<file path="src/rtl/smnp_pkg.sv">
// shared types, character codes and helpers for the sensor message number parser
`timescale 1ns / 1ps
package smnp_pkg;

  localparam logic [7:0] CH_L     = 8'h4C;
  localparam logic [7:0] CH_R     = 8'h72;
  localparam logic [7:0] CH_U     = 8'h75;
  localparam logic [7:0] CH_DOT   = 8'h2E;
  localparam logic [7:0] CH_MINUS = 8'h2D;
  localparam logic [7:0] CH_ZERO  = 8'h30;
  localparam logic [7:0] CH_NINE  = 8'h39;

  // widest digit weight is 9 * 10^6
  localparam int PROD_W = 24;

  typedef enum logic [2:0] {
    PH_WAIT = 3'd0,
    PH_KIND = 3'd1,
    PH_SKIP = 3'd2,
    PH_NUM  = 3'd3,
    PH_STOP = 3'd4,
    PH_DISC = 3'd5
  } phase_t;

  typedef enum logic [1:0] {
    ST_OK    = 2'd0,
    ST_NODIG = 2'd1,
    ST_SAT   = 2'd2
  } status_t;

  typedef struct packed {
    logic       is_negative;
    logic       point_seen;
    logic       digit_seen;
    logic [2:0] fraction_count;
    logic       overflowed;
  } num_t;

  typedef struct packed {
    logic        sensor_kind;
    logic [31:0] reading;
    status_t     status;
  } res_t;

  function automatic logic [19:0] pow10(input logic [2:0] idx);
    logic [19:0] p;
    case (idx)
      3'd0:    p = 20'd1;
      3'd1:    p = 20'd10;
      3'd2:    p = 20'd100;
      3'd3:    p = 20'd1000;
      3'd4:    p = 20'd10000;
      3'd5:    p = 20'd100000;
      3'd6:    p = 20'd1000000;
      default: p = 20'd0;
    endcase
    return p;
  endfunction

  function automatic logic is_num_char(input logic [7:0] c);
    return (c >= CH_ZERO && c <= CH_NINE) || c == CH_DOT || c == CH_MINUS;
  endfunction

endpackage

</file>
<file path="src/rtl/smnp_finish.sv">
// turns the parsed magnitude and flags into a signed, saturated reading
`timescale 1ns / 1ps
module smnp_finish import smnp_pkg::*; #(
  parameter int MAG_W = 32
) (
  input  logic             kind,
  input  num_t             num,
  input  logic [MAG_W-1:0] magnitude,
  output res_t             res
);

  localparam logic [31:0] LIMIT = 32'(64'(1) << (MAG_W - 1));

  logic [31:0] mag32;

  assign mag32 = 32'(magnitude);

  always_comb begin
    res.sensor_kind = kind;
    res.reading     = '0;
    res.status      = ST_OK;
    if (!num.digit_seen) begin
      res.status = ST_NODIG;
    end else if (num.is_negative) begin
      // magnitude is capped at the limit, so negating it never goes below the lower bound
      if (num.overflowed) res.status = ST_SAT;
      res.reading = 32'd0 - mag32;
    end else if (num.overflowed || mag32 >= LIMIT) begin
      res.status  = ST_SAT;
      res.reading = LIMIT - 32'd1;
    end else begin
      res.reading = mag32;
    end
  end

endmodule

</file>
<file path="src/rtl/smnp_core.sv">
// message phase and number state registers with the per-byte update logic
`timescale 1ns / 1ps
module smnp_core import smnp_pkg::*; #(
  parameter int FRAC_DIGITS = 3,
  parameter int VALUE_BITS  = 32
) (
  input  logic       clk,
  input  logic       rst,
  input  logic       step_en,
  input  logic [7:0] rx_byte,
  input  logic       end_of_burst,
  output logic       res_valid,
  output res_t       res
);

  localparam int EFF_BITS = (VALUE_BITS > 32) ? 32 : VALUE_BITS;
  localparam int MAG_W    = EFF_BITS;
  localparam int SUM_W    = ((EFF_BITS + 3) > PROD_W ? (EFF_BITS + 3) : PROD_W) + 1;
  localparam logic [SUM_W-1:0] LIMIT    = SUM_W'(1) << (EFF_BITS - 1);
  localparam logic [2:0]       FRAC_MAX = 3'(FRAC_DIGITS);
  localparam logic [19:0]      POW_INT  = pow10(FRAC_MAX);

  phase_t           phase, phase_next;
  logic             reading_kind, kind_next;
  num_t             num, num_next, tk_num, fin_num;
  logic [MAG_W-1:0] magnitude, mag_next, tk_mag, fin_mag;
  logic             tk_stop;
  logic             emit;

  logic [3:0]       digit;
  logic [2:0]       fc_inc;
  logic [SUM_W-1:0] m_ext, int_sum, frac_sum, sum;
  logic             upd;

  assign digit    = rx_byte[3:0];
  assign fc_inc   = num.fraction_count + 3'd1;
  assign m_ext    = SUM_W'(magnitude);
  assign int_sum  = (m_ext << 3) + (m_ext << 1) + SUM_W'(digit) * SUM_W'(POW_INT);
  assign frac_sum = m_ext + SUM_W'(digit) * SUM_W'(pow10(FRAC_MAX - fc_inc));

  // one number character applied to the number state
  always_comb begin
    tk_num  = num;
    tk_mag  = magnitude;
    tk_stop = 1'b0;
    sum     = int_sum;
    upd     = 1'b0;
    if (rx_byte == CH_MINUS) begin
      if (!num.digit_seen && !num.point_seen && !num.is_negative) tk_num.is_negative = 1'b1;
      else tk_stop = 1'b1;
    end else if (rx_byte == CH_DOT) begin
      if (num.point_seen) tk_stop = 1'b1;
      else tk_num.point_seen = 1'b1;
    end else begin
      tk_num.digit_seen = 1'b1;
      if (!num.point_seen) begin
        sum = int_sum;
        upd = 1'b1;
      end else if (num.fraction_count < FRAC_MAX) begin
        // surplus fraction digits fall through untouched
        tk_num.fraction_count = fc_inc;
        sum = frac_sum;
        upd = 1'b1;
      end
      if (upd) begin
        if (sum > LIMIT) begin
          tk_mag            = MAG_W'(LIMIT);
          tk_num.overflowed = 1'b1;
        end else begin
          tk_mag = MAG_W'(sum);
        end
      end
    end
  end

  always_comb begin
    phase_next = phase;
    kind_next  = reading_kind;
    num_next   = num;
    mag_next   = magnitude;
    emit       = 1'b0;
    fin_num    = num;
    fin_mag    = magnitude;
    unique case (phase)
      PH_KIND: begin
        if (rx_byte == CH_R) begin
          kind_next  = 1'b0;
          phase_next = PH_SKIP;
        end else if (rx_byte == CH_U) begin
          kind_next  = 1'b1;
          num_next   = '0;
          mag_next   = '0;
          phase_next = PH_NUM;
          if (end_of_burst) begin
            emit    = 1'b1;
            fin_num = '0;
            fin_mag = '0;
          end
        end else begin
          phase_next = end_of_burst ? PH_WAIT : PH_DISC;
        end
      end
      PH_SKIP: begin
        num_next   = '0;
        mag_next   = '0;
        phase_next = PH_NUM;
        if (end_of_burst) begin
          emit    = 1'b1;
          fin_num = '0;
          fin_mag = '0;
        end
      end
      PH_NUM, PH_STOP: begin
        if (!is_num_char(rx_byte)) begin
          emit = 1'b1;
        end else begin
          if (phase == PH_NUM) begin
            num_next   = tk_num;
            mag_next   = tk_mag;
            phase_next = tk_stop ? PH_STOP : PH_NUM;
          end
          if (end_of_burst) begin
            emit    = 1'b1;
            fin_num = num_next;
            fin_mag = mag_next;
          end
        end
      end
      PH_DISC: begin
        if (!is_num_char(rx_byte) || end_of_burst) phase_next = PH_WAIT;
      end
      default: begin
        phase_next = (rx_byte == CH_L) ? PH_KIND : PH_WAIT;
      end
    endcase
    if (emit) begin
      phase_next = PH_WAIT;
      num_next   = '0;
      mag_next   = '0;
    end
  end

  always_ff @(posedge clk) begin
    if (rst) begin
      phase        <= PH_WAIT;
      reading_kind <= 1'b0;
      num          <= '0;
      magnitude    <= '0;
    end else if (step_en) begin
      phase        <= phase_next;
      reading_kind <= kind_next;
      num          <= num_next;
      magnitude    <= mag_next;
    end
  end

  smnp_finish #(
    .MAG_W(MAG_W)
  ) u_finish (
    .kind     (kind_next),
    .num      (fin_num),
    .magnitude(fin_mag),
    .res      (res)
  );

  assign res_valid = step_en && emit;

endmodule

</file>
<file path="src/rtl/sensor_message_number_parser_unit.sv">
// top level: input register, byte parser core and output register
`timescale 1ns / 1ps
// the byte that ends a number passes the input register, the core and then the output register
// throughput: one byte per cycle unless a stalled output holds it, set by the core's state update
// the input register is held only while the output register is full and stalled
// reset: synchronous, active high; waits for the header letter with all number state clear
module sensor_message_number_parser_unit import smnp_pkg::*; #(
  parameter int FRAC_DIGITS = 3,
  parameter int VALUE_BITS  = 32
) (
  input  logic        clk,
  input  logic        rst,
  input  logic        in_valid,
  output logic        in_stall,
  input  logic [7:0]  rx_byte,
  input  logic        end_of_burst,
  output logic        out_valid,
  input  logic        out_stall,
  output logic        sensor_kind,
  output logic [31:0] reading,
  output logic [1:0]  parse_status
);

  localparam int          EFF_BITS = (VALUE_BITS > 32) ? 32 : VALUE_BITS;
  localparam logic [31:0] SAT_POS  = 32'((64'(1) << (EFF_BITS - 1)) - 64'd1);
  localparam logic [31:0] SAT_NEG  = 32'd0 - 32'(64'(1) << (EFF_BITS - 1));

  logic       in_q_valid;
  logic [7:0] in_q_byte;
  logic       in_q_last;
  logic       out_free;
  logic       advance;
  logic       res_valid;
  res_t       res;
  res_t       out_res;

  assign out_free = !out_valid || !out_stall;
  assign advance  = in_q_valid && out_free;
  assign in_stall = in_q_valid && !out_free;

  always_ff @(posedge clk) begin
    if (rst) begin
      in_q_valid <= 1'b0;
    end else if (!in_stall) begin
      in_q_valid <= in_valid;
    end
  end

  always_ff @(posedge clk) begin
    if (in_valid && !in_stall) begin
      in_q_byte <= rx_byte;
      in_q_last <= end_of_burst;
    end
  end

  smnp_core #(
    .FRAC_DIGITS(FRAC_DIGITS),
    .VALUE_BITS (VALUE_BITS)
  ) u_core (
    .clk         (clk),
    .rst         (rst),
    .step_en     (advance),
    .rx_byte     (in_q_byte),
    .end_of_burst(in_q_last),
    .res_valid   (res_valid),
    .res         (res)
  );

  always_ff @(posedge clk) begin
    if (rst) begin
      out_valid <= 1'b0;
    end else if (out_free) begin
      out_valid <= res_valid;
    end
  end

  always_ff @(posedge clk) begin
    if (out_free && res_valid) begin
      out_res <= res;
    end
  end

  assign sensor_kind  = out_res.sensor_kind;
  assign reading      = out_res.reading;
  assign parse_status = out_res.status;

  // a number with no digits always reads as zero
  a_nodig_zero: assert property (@(posedge clk) disable iff (rst)
    out_valid && parse_status == ST_NODIG |-> reading == 32'd0)
    else $error("no-digit transaction with non-zero reading");

  // saturation lands exactly on one of the two bounds
  a_sat_bound: assert property (@(posedge clk) disable iff (rst)
    out_valid && parse_status == ST_SAT |-> reading == SAT_POS || reading == SAT_NEG)
    else $error("saturated transaction off the bounds");

  // a held input byte is not lost or overwritten while the output is blocked
  a_in_hold: assert property (@(posedge clk) disable iff (rst)
    in_q_valid && in_stall |=> in_q_valid && $stable(in_q_byte) && $stable(in_q_last))
    else $error("input register changed while stalled");

  // the core only steps when the output register can take a transaction
  a_step_room: assert property (@(posedge clk) disable iff (rst)
    res_valid |-> advance && out_free)
    else $error("result produced without room in the output register");

endmodule
</file>
<file path="config.mk">
export PLATFORM = sky130hd
export DESIGN_NAME = sensor_message_number_parser_unit
export DESIGN_NICKNAME = d
export VERILOG_FILES = /design/src/rtl/smnp_pkg.sv /design/src/rtl/smnp_finish.sv /design/src/rtl/smnp_core.sv /design/src/rtl/sensor_message_number_parser_unit.sv
export SDC_FILE = /design/constraint.sdc
export NUM_CORES = 1
export LEC_CHECK = 0
export ABC_AREA = 1
export BUFFER_PORTS_ARGS = -buffer_cell sky130_fd_sc_hd__buf_2
export CORE_MARGIN = 5
export CORE_UTILIZATION = 60
export DETAILED_ROUTE_END_ITERATION = 10
export GPL_ROUTABILITY_DRIVEN = 0
export GPL_TIMING_DRIVEN = 0
export PLACE_DENSITY = 0.77
export SLEW_MARGIN = 20
export SYNTH_ARGS = -nofsm -noshare
export SYNTH_HDL_FRONTEND = slang
export SYNTH_SLANG_ARGS = --single-unit
</file>
<file path="constraint.sdc">
create_clock -name clk -period 20.9 [get_ports clk]
set_input_delay 1.045 -clock clk [delete_from_list [all_inputs] [get_ports clk]]
set_output_delay 1.045 -clock clk [all_outputs]
set_load 0.05 [all_outputs]
</file>
==> results of run 1 <==
## power by group
group	switching [W]	leakage, nW	total [W]	internal, W
combinational	0.000102	6.91	0.000151	0.0000489
clock	0.0000748	0.141	0.000160	0.0000856
sequential	0.00000305	0.839	0.000187	0.000184
## state kept, by name, summed over array words and instances (netlist names)
register / flops
u_core.phase: 3
out_valid: 1
sensor_kind: 1
u_core.reading_kind: 1
parse_status: 2
in_q_valid: 1
u_core.magnitude: 32
in_q_last: 1
reading: 32
in_q_byte: 8
u_core.num: 7
## worst max-delay path by stage
stage | to | slack (ps)
after CTS | reading[30]$_SDFFCE_PN0P_ | 12760
after detailed placement | reading[30]$_SDFFCE_PN0P_ | 12820
after global routing | reading[24]$_SDFFCE_PN0P_ | 12030
after global placement | reading[30]$_SDFFCE_PN0P_ | 13070
after floorplan | reading[28]$_SDFFCE_PN0P_ | 14300
final | reading[30]$_SDFFCE_PN0P_ | 12540
## cells in the final DEF (no fill, tap or decap), drive strengths merged, types with 6 or more instances in the layout
cell type and count:
nand2 717, inv 373, nor2 264, nand3 209
a21oi 155, ha 115, buf 74, fa 69
o21ai 46, dfxtp 45, edfxtp 44, clkbuf 42
nand4 34, nor3 20, a21boi 11, nand3b 8
o21bai 8, or2 8, xor2 6, xnor2 6
a31oi 6, o22ai 6, clkinv 6
## area by class of cell
class                   instances  area (sq um)
clock buffers                  10           239
repair buffers                 49           260
plain buffers                  57           298
clock inverters                 6          50.0
well taps                     285           357
flip-flops and latches         89          2220
fillers                      2156          7880
multi-input cells            1718         10000
inverters                     374          1410
## worst max-delay path: cells and delay by family, from the launching register on
kind,cells,cell delay (ps)
buffers and inverters,6,580
adder cells (fa/ha/maj),7,2710
AND/OR/NAND/NOR,29,4320
flip-flops,1,500
## layer usage
| layer | up-vias | part of all wire (%) | track usage, % |
|---|---|---|---|
| met5 | - | 0 | 0 |
| met4 | 0 | 4.8 | 13.7 |
| met3 | 119 | 9.7 | 5.68 |
| met2 | 763 | 44 | 49.0 |
| met1 | 6637 | 42 | 43.7 |
| li1 | 7214 | - | - |
## logic make-up after synthesis
logic type | share of synthesized area, %
AO/OA/AOI/OAI | 10.3
XOR/XNOR | 0.755
adder cells (fa/ha/maj) | 20.3
buffers and inverters | 12.3
flip-flops | 16.0
AND/OR/NAND/NOR | 40.5
## per-stage QoR
step | std cells | power, W
5_1_grt | 2588 | 0.000527
6_report | 2588 | 0.000499
2_1_floorplan | 2238 | 0.000301
4_1_cts | 2588 | 0.000497
3_5_place_dp | 2572 | 0.000339
3_3_place_gp | 2571 | 0.000334
==> results, run 1 <==
- The run finished with clean final reports.
- The first-pass iteration count of the detailed router is 8.
- The commonest cells after synthesis are nand2_1, inv_1, nor2_1.
- The placeable core region is roughly 23000 sq um.
- The later pin in the worst-skew pair is clocked with a latency of around 350 ps.
- After layout, the worst setup slack is about 13000 ps.
- For the final database, setup skew stands at between 10 and 15 ps.
- TritonCTS built the clock tree.
- In this run the vertical extent of the chip is 162 microns.
- The finished cells cover 14800 sq um.
- The worst register-to-register path has a setup slack of 12540 ps.
- The most numerous cell type found on the critical path is nand2_1.
- The utilization of the core after routing is 65.3%.
- In the synthesized netlist the async set-or-reset flop fraction comes to 0%.
- Once detailed placement completed, the half-perimeter wirelength came to around 36000 microns.
- The via total after detailed routing is 14733.
- Relative to the synthesized area, the layout overhead comes to 6.56%.
- The number of gates resized after CTS is 0.
- Of all nets on the critical path, the largest fanout is 10.
- The mean cell area of the mapped netlist is 6.22 sq um.
- The number of standard cells after synthesis is approximately 2200.
- Buffers inserted during clock tree synthesis total 9.
- The clock period minus final worst setup slack is roughly 8400 ps.
- Setup repair after global routing left no endpoint under its margin.
- The delay of the slowest cell on the worst path is 720 ps.
- The commonest register cell after synthesis is dfxtp_1.
- After detailed routing, the average wire length per cell comes to ~17 microns.
- The number of buffers inserted by post-CTS setup repair is 0.
- The worst hold path begins at u_core.phase[2]$_SDFFE_PP0P_.
- For the worst setup path, the data required time is 21010 ps.
- The endpoint type of the worst setup path is a register.
- The slowest stage cell on the critical path is nor2_1.
- OpenSTA, run right after detailed placement, puts the worst setup slack at 12820 ps.
- The count of buffers from port buffering is 48.
- The floorplan step defined a die boundary enclosing 26300 sq um.
- The power per unit of standard cell area is approximately 34 nW/um^2.
- The number of pins exceeding their max-slew limit in the final report came to 0.
- Counting distinct cell types in the post-synthesis netlist gives 59.
- The worst hold path passes through 2 cells.
- The residual antenna-violating net count after detailed routing is 0.
- For the pin with the worst max-slew slack, the measured transition is a little over 900 ps.
- Dividing the final minimum period by the clock period gives between 30% and 40%.
- The achievable frequency is between 100 and 150 MHz.
- The number of remaining DRC errors is 0.
- The floorplan step set the die width to 162 microns.
- Counting every net in the synthesized netlist gives roughly 2400.
- The static leakage power is 7.89 nW.
- For this configuration, the core starts out at a cell density of about three fifths.
- The top cell type by area accounts for 18.5% of the synthesized area.
- The longest clock path from root to sink contains 2 buffers.
- The worst register-to-register path begins at u_core.num[1]$_SDFFE_PP0P_.
- The number of global-route vias before repair is around 13000.
- The clock tree root buffer cell is clkbuf_16.
- In this run, synthesis inferred 44 flip-flops with an integrated enable.
- The number of warning messages in the yosys log is 0.
- The placed instance area is 14500 sq um.
- The data arrival time of the worst path is about 8500 ps.
- The worst hold path belongs to the class register to register.
- The total count of hold-check failures in the final report is 0.
- By area the synthesized netlist is led by nand2_1, ha_1, fa_1.
- Setup violations remaining at the end of the flow were counted as 0.
- The mapped netlist covers roughly 14000 sq um.
- The worst hold slack after final layout is ~490 ps.
- The quantity of hold-fixing buffers added after cts is 0.
- The endpoint identified for the worst register-to-register timing path is reading[30]$_SDFFCE_PN0P_.
- nand2_1 takes more of the synthesized area than any other cell.
- The hold-critical path endpoint is u_core.phase[2]$_SDFFE_PP0P_.
- The clock slew seen by the registers of the worst setup and hold paths is around 70 ps.
- The tightest slew margin relative to the limit is between 30% and 40%.
- The global-route wire length before repair is slightly below 70000 microns.
- IR analysis of the VDD net gives a maximum drop of ~37 uV.
- Summing the sequential cell areas from Yosys gives approximately 16% of the chip area.
- Cells with a size suffix above 1 make up about a tenth of the layout.
- The final layout contains routed wiring with a total length of about 43000 microns.
- The maximum number of pins on one net before global-route repair is 31.
- The length in cells of the worst reg-to-reg path is 42.
- The detailed router finished its first iteration with about 1600 violations.
- STA classifies the critical path startpoint as a register.
- In the final design database the tool counted 2495 nets.
- The total clock sinks is 89.
- The startpoint of the worst setup timing path is u_core.num[1]$_SDFFE_PP0P_.
- The setup path with the least slack is of type register to register.
- The H-tree generated during clock tree synthesis spans 3 levels.
- nand2_1 is the most common cell in the netlist.
- The tool flagged a number of max-cap violations equal to 0.
- The number of placement rows is 55.
- The all-layer global routing usage is about a third.
- The vias per cell is roughly 5.7.
- Setup total negative slack on the finished layout was measured at 0 ps.
- Pin placement for this block handled 50 I/O pins.
- The initial antenna violation count was 0.
- The synthesized design contains 89 register bits.
- Global routing finished with a remaining overflow of 0.
- The repair_antennas step left the layout with diodes totalling 0.
Note: power is estimated with default switching activity, not from simulation.
==> run 2: changes to the inputs <==
--- a/config.mk
+++ b/config.mk
@@ -8,11 +8,11 @@
 export ABC_AREA = 1
 export BUFFER_PORTS_ARGS = -buffer_cell sky130_fd_sc_hd__buf_2
 export CORE_MARGIN = 5
-export CORE_UTILIZATION = 60
+export CORE_UTILIZATION = 59
 export DETAILED_ROUTE_END_ITERATION = 10
 export GPL_ROUTABILITY_DRIVEN = 0
 export GPL_TIMING_DRIVEN = 0
-export PLACE_DENSITY = 0.77
+export PLACE_DENSITY = 0.78
 export SLEW_MARGIN = 20
 export SYNTH_ARGS = -nofsm -noshare
 export SYNTH_HDL_FRONTEND = slang
==> constraint.sdc (replaced) <==
create_clock -name clk -period 6.7 [get_ports clk]
set_input_delay 0.335 -clock clk [delete_from_list [all_inputs] [get_ports clk]]
set_output_delay 0.335 -clock clk [all_outputs]
set_load 0.05 [all_outputs]
==> run 2 against run 1 <==
The run now ends with DRC, setup timing left. Final cell count grew 4.1%. Via count increased by 5.3%. Count of clock-buffer cells in the layout unchanged. Critical path depth is 1 lower. Setup slack worse by 13000 ps. Wire length up 9.3%. Sequential share of layout area down 1.6 points. Non-clock buffer count grew 70. Register-to-register slack got worse by 13000 ps. Power rose to 3.4 times the previous value. Critical path type unchanged. Largest power group is now combinational logic.
==> results, run 2 (synthesized netlist as in run 1, its figures left out) <==
- The starting utilization of the core area is 59.7% (-1.6 points).
- The number of nets in the finished design was 2566 (+2.8%).
- The placeable core region is 23300 sq um (+2.7%).
- The number of violations reported at the end of detailed-routing iteration 0 came to 1790 (+10%).
- The clock tree root buffer cell is clkbuf_16.
- The depth of the CTS H-tree is 3 (unchanged).
- The worst setup path is captured at a register.
- The CTS tree is yes.
- The part of the power in the clock network is 30.6% (-1.6 points).
- The total power draw is 0.00170 W (+240%).
- The clock slew seen by the registers of the worst setup and hold paths was 70 ps (about the same).
- The delay of the slowest cell on the worst path is 600 ps (-120 ps).
- The slew at the pin closest to its max-slew limit is 778 ps (-152 ps).
- The residual antenna-violating net count after detailed routing was 0 (unchanged).
- The boundary pin count is 50 (unchanged).
- The total count of hold-check failures in the final report is 0 (unchanged).
- The all-layer global routing usage was 33.0% (+1.2 points).
- The worst setup path is launched from a register.
- The worst hold path class is input port to register.
- The remaining global-route overflow is 0 (unchanged).
- The vias per cell is 5.76 (+1.2%).
- The worst-path maximum fanout is 8 (-2).
- The critical path's top delay family is adder cells.
- The final reports fail on DRC, setup timing.
- The critical path is of the register to register type.
- The worst-case vdd ir drop is 119 uV (+220%).
- The horizontal die dimension is 164 microns (+0.79%).
- Relative to the synthesized area, the layout overhead comes to 19.6%.
- The data arrival time of the worst path is 6990 ps (-1480 ps).
- The setup clock skew after layout is 7.12 ps (-4.35 ps).
- The library cells used most frequently in the layout, excluding fill and tap cells, are nand2_1, inv_1, nor2_1.
- The tightest slew margin relative to the limit is 47.9% (+10 points).
- The design area is 16600 sq um (+12%).
- The clock period minus final worst setup slack came to 6880 ps (-1480 ps).
- By instance count, the cell type seen most on the critical path is nand2_1.
- The power dissipated by switching net loads is 0.000633 W (+250%).
- The number of clock buffers inserted by TritonCTS is 9 (unchanged).
- The part of the total power dissipated in combinational logic is 35.4% (+5.1 points).
- Setup repair after global routing could not meet its margin everywhere.
- The number of remaining DRC errors is 1 (+1).
- The count of buffering cells on the critical path with inverters included is 8 (+2).
- The total half-perimeter wirelength after legalization and detailed placement came to 35700 microns (-0.42%).
- The clock latency of the later-clocked register in the worst-skew pair is 350 ps (about the same).
- The count of endpoints failing setup in the final report came to 24 (+24).
- The power per unit of standard cell area is 102 nW/um^2 (+200%).
- The fill cell instance count of the final layout came to 1926 (-11%).
- The total clock sinks is 89 (unchanged).
- The total length of routed wires is 46700 microns (+9.3%).
- The static leakage power is 8.53 nW (+8.0%).
- The fraction of final layout cells with drive strength greater than 1 is 22.0% (+12 points).
- Among all stages on the critical path, the largest delay is contributed by fa_2.
- The clock tree buffer depth is 2 (unchanged).
- The library cell used most frequently in the layout, excluding fill and tap cells, is nand2_1.
- The global-route wire length before repair is 70700 microns (+5.1%).
- The minimum setup slack among reg-to-reg paths was -180 ps (-12720 ps).
- The die area came to 26800 sq um (+1.6%).
- The placed instance area is 14600 sq um (+0.29%).
- The maximum number of pins on one net before global-route repair is 31 (unchanged).
- The number of max-capacitance violations reported is 0 (unchanged).
- The count of buffers from port buffering is 48 (unchanged).
- The initial antenna violation count came to 0 (unchanged).
- The worst hold slack after final layout is 152 ps (-338 ps).
- The final cycle utilization of the critical path is 103% (+63 points).
- The accumulated negative setup slack is -1950 ps (-1950 ps).
- The routed wirelength normalized by instance count is 17.3 microns (+5.0%).
- The switching part of the total power is 37.2% (+1.1 points).
- The diode insertion count for antenna repair is 0 (unchanged).
- The achievable frequency came to 145 MHz (+21%).
- The y dimension of the die was 164 microns (+0.79%).
- The cell-internal power was 0.00107 W (+240%).
- The number of placement rows is 56 (+1.8%).
- The number of global-route vias before repair is 14167 (+8.9%).
- The via total after detailed routing is 15514 (+5.3%).
- The first-pass iteration count of the detailed router is 9 (+1).
- The utilization of the core after routing is 71.3% (+6.0 points).
- The data required time at the worst endpoint is 6810 ps (-14200 ps).
- The number of pins exceeding their max-slew limit in the final report was 0 (unchanged).
- The sequential fraction of design power is 34.0% (-3.5 points).
- The run finished, with violations left.
- The final setup slack of the worst path is -179 ps (-12720 ps).
## run 2: cell types whose count changed in the layout (fill, tap and decap cells not counted), moves of 12 or more
cell,before,now
nor2_4,7,38
ha_1,115,97
nor2_1,229,189
buf_4,6,72
nand2_2,23,80
ha_4,0,14
nand3_1,176,151
nand2_1,687,614
nand3_2,31,43
a21oi_1,149,129
a21oi_2,6,21
nand2_4,7,22
nand3_4,2,15
## run 2: what timing repair did
action	in CTS	in global routing
hold buffers	0	0
setup buffers	39	32
pin swaps	53	81
gates cloned	0	1
setup endpoints to repair	40	33
resized for setup	120	191
## run 2: power groups by stage
stage	Sequential [W]	Combinational, W	Clock, W
after floorplan	0.000595	0.000343	0
after detailed placement	0.000596	0.000462	0
final	0.000579	0.000604	0.000521
after global placement	0.000596	0.000447	0
after CTS	0.000579	0.000522	0.000518
after global routing	0.000579	0.000657	0.000546
## run 2: worst reg2reg max path, delay by kind of cell (launching register included)
kind	cells	cell delay (ps)
simple gates	22	2290
fa+ha+maj	6	2420
buf+inv	8	660
xor+xnor	2	370
compound gates	3	470
flops	1	430
## run 2: final cells by class
| class | instances | area [sq um] | share of cell area [%] |
|---|---|---|---|
| Buffer | 56 | 309 | 1.86 |
| Tap cell | 319 | 399 | 2.40 |
| Inverter | 374 | 1410 | 8.47 |
| Sequential cell | 89 | 2230 | 13.4 |
| Clock inverter | 6 | 46.3 | 0.278 |
| Multi-Input combinational cell | 1719 | 11200 | 67.3 |
| Timing Repair Buffer | 120 | 805 | 4.83 |
| Clock buffer | 10 | 250 | 1.50 |
## run 2: stage by stage
step	worst slack [ps]	std cells
after floorplan	95.0	2238
after global placement	-1100	2605
after detailed placement	-1280	2606
after CTS	4.70	2660
after global routing	-438	2693
final	-179	2693
## run 2: worst paths after layout
kind	start	end	cells after the start
worst max register to register	in_q_byte[1]$_DFFE_PP_	reading[24]$_SDFFCE_PN0P_	41
worst max-delay path	in_q_byte[1]$_DFFE_PP_	reading[24]$_SDFFCE_PN0P_	41
worst min-delay path	rx_byte[3]	in_q_byte[3]$_DFFE_PP_	1
worst min register to register	u_core.phase[2]$_SDFFE_PP0P_	u_core.phase[2]$_SDFFE_PP0P_	2
## run 2: layer usage
metal	vias up	track usage, %	wire length [microns]
met3	185	7.17	4620
met2	912	52.2	20900
met5	-	0	0
met4	0	15.7	2690
li1	7360	-	-
met1	7057	42.9	18500
